File: src/design/riblk_pkg.sv
// ----------------------------------------------------------------------------
// riblk_pkg
// Shared types and constants for the row interval block index.
// ----------------------------------------------------------------------------
package riblk_pkg;

	localparam int TABLE_DEPTH = 256;
	localparam int CNT_W = $clog2(TABLE_DEPTH + 1);
	localparam logic [63:0] SIGN64 = 64'h8000_0000_0000_0000;

	typedef enum logic [2:0] {
		CMD_INSERT = 3'd0,
		CMD_REMOVE = 3'd1,
		CMD_LOCATE = 3'd2,
		CMD_NEXT   = 3'd3,
		CMD_RANGE  = 3'd4
	} cmd_e_t;

	typedef enum logic [2:0] {
		ST_OK       = 3'd0,
		ST_NOTFOUND = 3'd1,
		ST_BEYOND   = 3'd2,
		ST_OVERLAP  = 3'd3,
		ST_FULL     = 3'd4,
		ST_EMPTY    = 3'd5
	} status_e_t;

	typedef enum logic [1:0] {
		S_IDLE = 2'd0,
		S_EVAL = 2'd1,
		S_EXEC = 2'd2
	} state_t;

	typedef struct packed {
		logic [2:0]         cmd;
		logic signed [63:0] key_id;
		logic signed [63:0] query_upper;
		logic [31:0]        new_span;
		logic [63:0]        new_page;
		logic [31:0]        new_gen;
	} req_t;

	typedef struct packed {
		logic [2:0]         status;
		logic signed [63:0] hit_start;
		logic [31:0]        hit_span;
		logic [63:0]        hit_page;
		logic [31:0]        hit_gen;
		logic signed [63:0] span_upper;
		logic [8:0]         entry_total;
	} rsp_t;

	typedef struct packed {
		logic cap;
		logic eval;
		logic exec;
	} ctl_t;

	typedef struct packed {
		logic load_ok;
	} dp_stat_t;

endpackage

File: src/design/riblk_ctrl.sv
// ----------------------------------------------------------------------------
// riblk_ctrl
// Sequencer: capture request, evaluate cell compares, execute and respond.
// ----------------------------------------------------------------------------
module riblk_ctrl import riblk_pkg::*; (
	input  logic     clk,
	input  logic     arst_n,
	input  logic     req_valid,
	output logic     req_stall,
	input  dp_stat_t stat,
	output ctl_t     ctl
);

	state_t state_q, state_nx;

	always_ff @(posedge clk or negedge arst_n) begin
		if (!arst_n) begin
			state_q <= S_IDLE;
		end else begin
			state_q <= state_nx;
		end
	end

	always_comb begin
		state_nx  = state_q;
		ctl       = '0;
		req_stall = 1'b1;
		case (state_q)
			S_IDLE: begin
				req_stall = 1'b0;
				if (req_valid) begin
					ctl.cap  = 1'b1;
					state_nx = S_EVAL;
				end
			end
			S_EVAL: begin
				ctl.eval = 1'b1;
				state_nx = S_EXEC;
			end
			S_EXEC: begin
				// next request overlaps the finishing cycle
				req_stall = !stat.load_ok;
				if (stat.load_ok) begin
					ctl.exec = 1'b1;
					if (req_valid) begin
						ctl.cap  = 1'b1;
						state_nx = S_EVAL;
					end else begin
						state_nx = S_IDLE;
					end
				end
			end
			default: state_nx = S_IDLE;
		endcase
	end

endmodule

File: config.mk
export PLATFORM = sky130hd
export DESIGN_NAME = riblk_ctrl
export DESIGN_NICKNAME = d
export VERILOG_FILES = /design/src/design/riblk_pkg.sv /design/src/design/riblk_ctrl.sv
export SDC_FILE = /design/constraint.sdc
export NUM_CORES = 1
export LEC_CHECK = 0
export BUFFER_PORTS_ARGS = -buffer_cell sky130_fd_sc_hd__buf_2
export CORE_AREA = 2 2 39 41
export CTS_BUF_LIST = sky130_fd_sc_hd__clkbuf_4
export DETAILED_ROUTE_END_ITERATION = 8
export DIE_AREA = 0 0 41 43
export PLACE_DENSITY = 0.3
export SYNTH_ARGS = -nofsm -noshare
export SYNTH_HDL_FRONTEND = slang
export SYNTH_SLANG_ARGS = --single-unit
File: constraint.sdc
create_clock -name clk -period 1.05 [get_ports clk]
set_clock_uncertainty 0.2 [all_clocks]
set_input_delay 0.1575 -clock clk [delete_from_list [all_inputs] [get_ports clk]]
set_output_delay 0.1575 -clock clk [all_outputs]
set_load 0.01 [all_outputs]
==> reports/metrics.cfg <==
[outcome]
status = finished, violations left
violations = setup timing

[placement]
postPlaceCellArea_um2 = 185
port_buffers = 7
gp_congestion = 0.518
hpwl_um = 247
dp.cells = 36

[timing]
period_share_pct = 127
slew_violations = 0
min_period_ns = 1.33
setup_viol = 5
fin_ws_ns = -0.283
hold_viol = 0
fmax_mhz = 750
relSlewSlack_pct = 90.5
rsz0062_at_grt = yes
tightestPinTransition_ns = 0.142

[grt]
grt_max_degree = 6
grt_overflow_total = 0
antenna_found_initial = 0
grt_pass1_wl_um = 517
grt_use_total_pct = 5.22
grt_pass1_vias = 136

[power_and_ir_drop]
p_seq_share_pct = 21.9
swShare_pct = 26.0
intPower_mw = 0.344
power.switching_mw = 0.120
power_frac_clock_pct = 36.0
pwr-share-comb_pct = 42.1
vdd_drop_max_mv = 0.280
p_leak_nw = 0.142
p_per_area_nw_per_um2 = 1680

[logic_synthesis]
ys_async_sr_fraction_pct = 100
yosys_warnings = 0
syn-cell-area_um2 = 114
synth_top_flop_cell = dfrtp_1
synth_top_area_cell = dfrtp_1
synth_fp_nets = 15
syn_avg_cell_area_um2 = 10.4
yosysTopAreaCellShare_pct = 44.0
synth-seq-cells = 2
ys_seq_area_share_pct = 44.0
synth_area_leaders = dfrtp_1, and3b_1, nand2b_2
synthCells = 11
synth_edf_count = 0
yosysUniqueCellTypes = 9
netlist_top_cells_count = and3b_1, dfrtp_1

[cells_and_area]
diodes = 0
fin_area_um2 = 277
top_register = state_q
fin_nets = 32
biggestRegsByFlops = state_q (2)
largest_reg_flops = 2
fin_cells = 42
area_delta_synth_final_pct = 143
final_layout_size_suffix_gt1_share_pct = 73.1

[cts]
clock_path_buffers = 2
h-tree-depth = 1
cts_tree = done
clock_sinks = 2
path_clk_slew_ns = 0.03
ctsRootBufferMaster = clkbuf_4
cts_buffers = 3
insertion_delay_ns = 0.22

[drt]
ant_nets = 0
drt_iter0_drc = 0
vias_per_cell = 3.07
drc = 0
routed_wl_um = 345
vias = 129
wire_per_inst_um = 8.21
dr.pass1.iters = 1

[critical_path]
critPathKind = reg2out
crit_path_max_fanout = 3
cp_num_buf_inv = 2
critPathRequiredTime_ns = 0.69
max_stage_delay_ns = 0.36
setup.worst_path.start_class = flop
end_kind = primary output
crit_arrival_ns = 0.98
worstPathCellList = nand2b_1 -> buf_4 -> nand2b_4 -> buf_6
critPathSlowestCell = dfrtp_1
path_delay_family = flip-flops

[floorplan]
num_rows = 14
core_area_um2 = 1380
die_x_um = 41
initial_core_util_pct = 8.23
die_height_um = 43
die_area_um2 = 1760
num_io_pins = 8

[min_path]
hold_class = in2reg

[flow_run]
drv_cap = 0

[routing by layer]
layer,track usage [%],routed length [um],vias up
li1,-,-,66
met1,4.50,121,56
met2,6.25,184,5
met3,1.57,30,2
met4,10.0,8,0
met5,0,0,-
[timing repair]
action	CTS	global route
hold buffers	1	0
pin swaps	1	0
gates cloned	0	0
hold endpoints to repair	2	0
endpoints found under the setup margin	5	6
setup buffers	2	1
gates resized for setup	4	3
[power groups by stage]
stage,clock [mW],combinational [mW],sequential [mW]
floorplan,0,0.0597,0.103
global placement,0,0.115,0.103
detailed placement,0,0.117,0.102
CTS,0.182,0.159,0.102
global route,0.187,0.213,0.105
finish,0.167,0.195,0.102
[final timing paths]
kind | startpoint | end | slack (ns) | cells after the start
setup / recovery | state_q[1] | req_stall | -0.28 | 4
hold / removal | req_valid | state_q[0] | 0.02 | 2
setup reg to reg | state_q[0] | state_q[1] | -0.08 | 3
hold reg to reg | state_q[0] | state_q[1] | 0.44 | 2
max in group asynchronous | arst_n | state_q[1] | 0.50 | 2
min in group asynchronous | arst_n | state_q[0] | 0.06 | 2
[cells in the final DEF, fill, tap and decap left out, types with 2 or more instances in the layout]
cell type / netlist / layout
buf_6: 0 / 4
dfrtp_1: 2 / 2
buf_4: 1 / 4
clkbuf_4: 0 / 3
buf_2: 0 / 4
[final cells by class]
| class | instances | area (um^2) |
|---|---|---|
| repair buffers | 13 | 105 |
| flip-flops and latches | 2 | 50.0 |
| multi-input cells | 8 | 78.8 |
| fillers | 165 | 1110 |
| well taps | 16 | 20.0 |
| clock buffers | 3 | 22.5 |
[cell families after synthesis]
logic type	after synthesis	share of synthesized area [%]
and+or+nand+nor	7	42.9
DFF	2	44.0
buffers and inverters	1	6.60
AOI/OAI and AO/OA	1	6.60
[stage by stage]
step / power, mW / setup slack, ns / utilization (%) / setup TNS (ns) / hold WS, ns
CTS: 0.443 / -0.303 / 17.9 / -1.17 / 0.0205
floorplan: 0.163 / -0.0223 / - / -0.0223 / -0.338
detailed placement: 0.219 / -0.0931 / 13.4 / -0.205 / -0.251
finish: 0.464 / -0.283 / 20.0 / -1.16 / 0.0228
global route: 0.504 / -0.351 / 20.0 / -1.51 / 0.0376
global placement: 0.218 / -0.0946 / 13.4 / -0.214 / -0.255
Power figures use the tool's default switching activity.
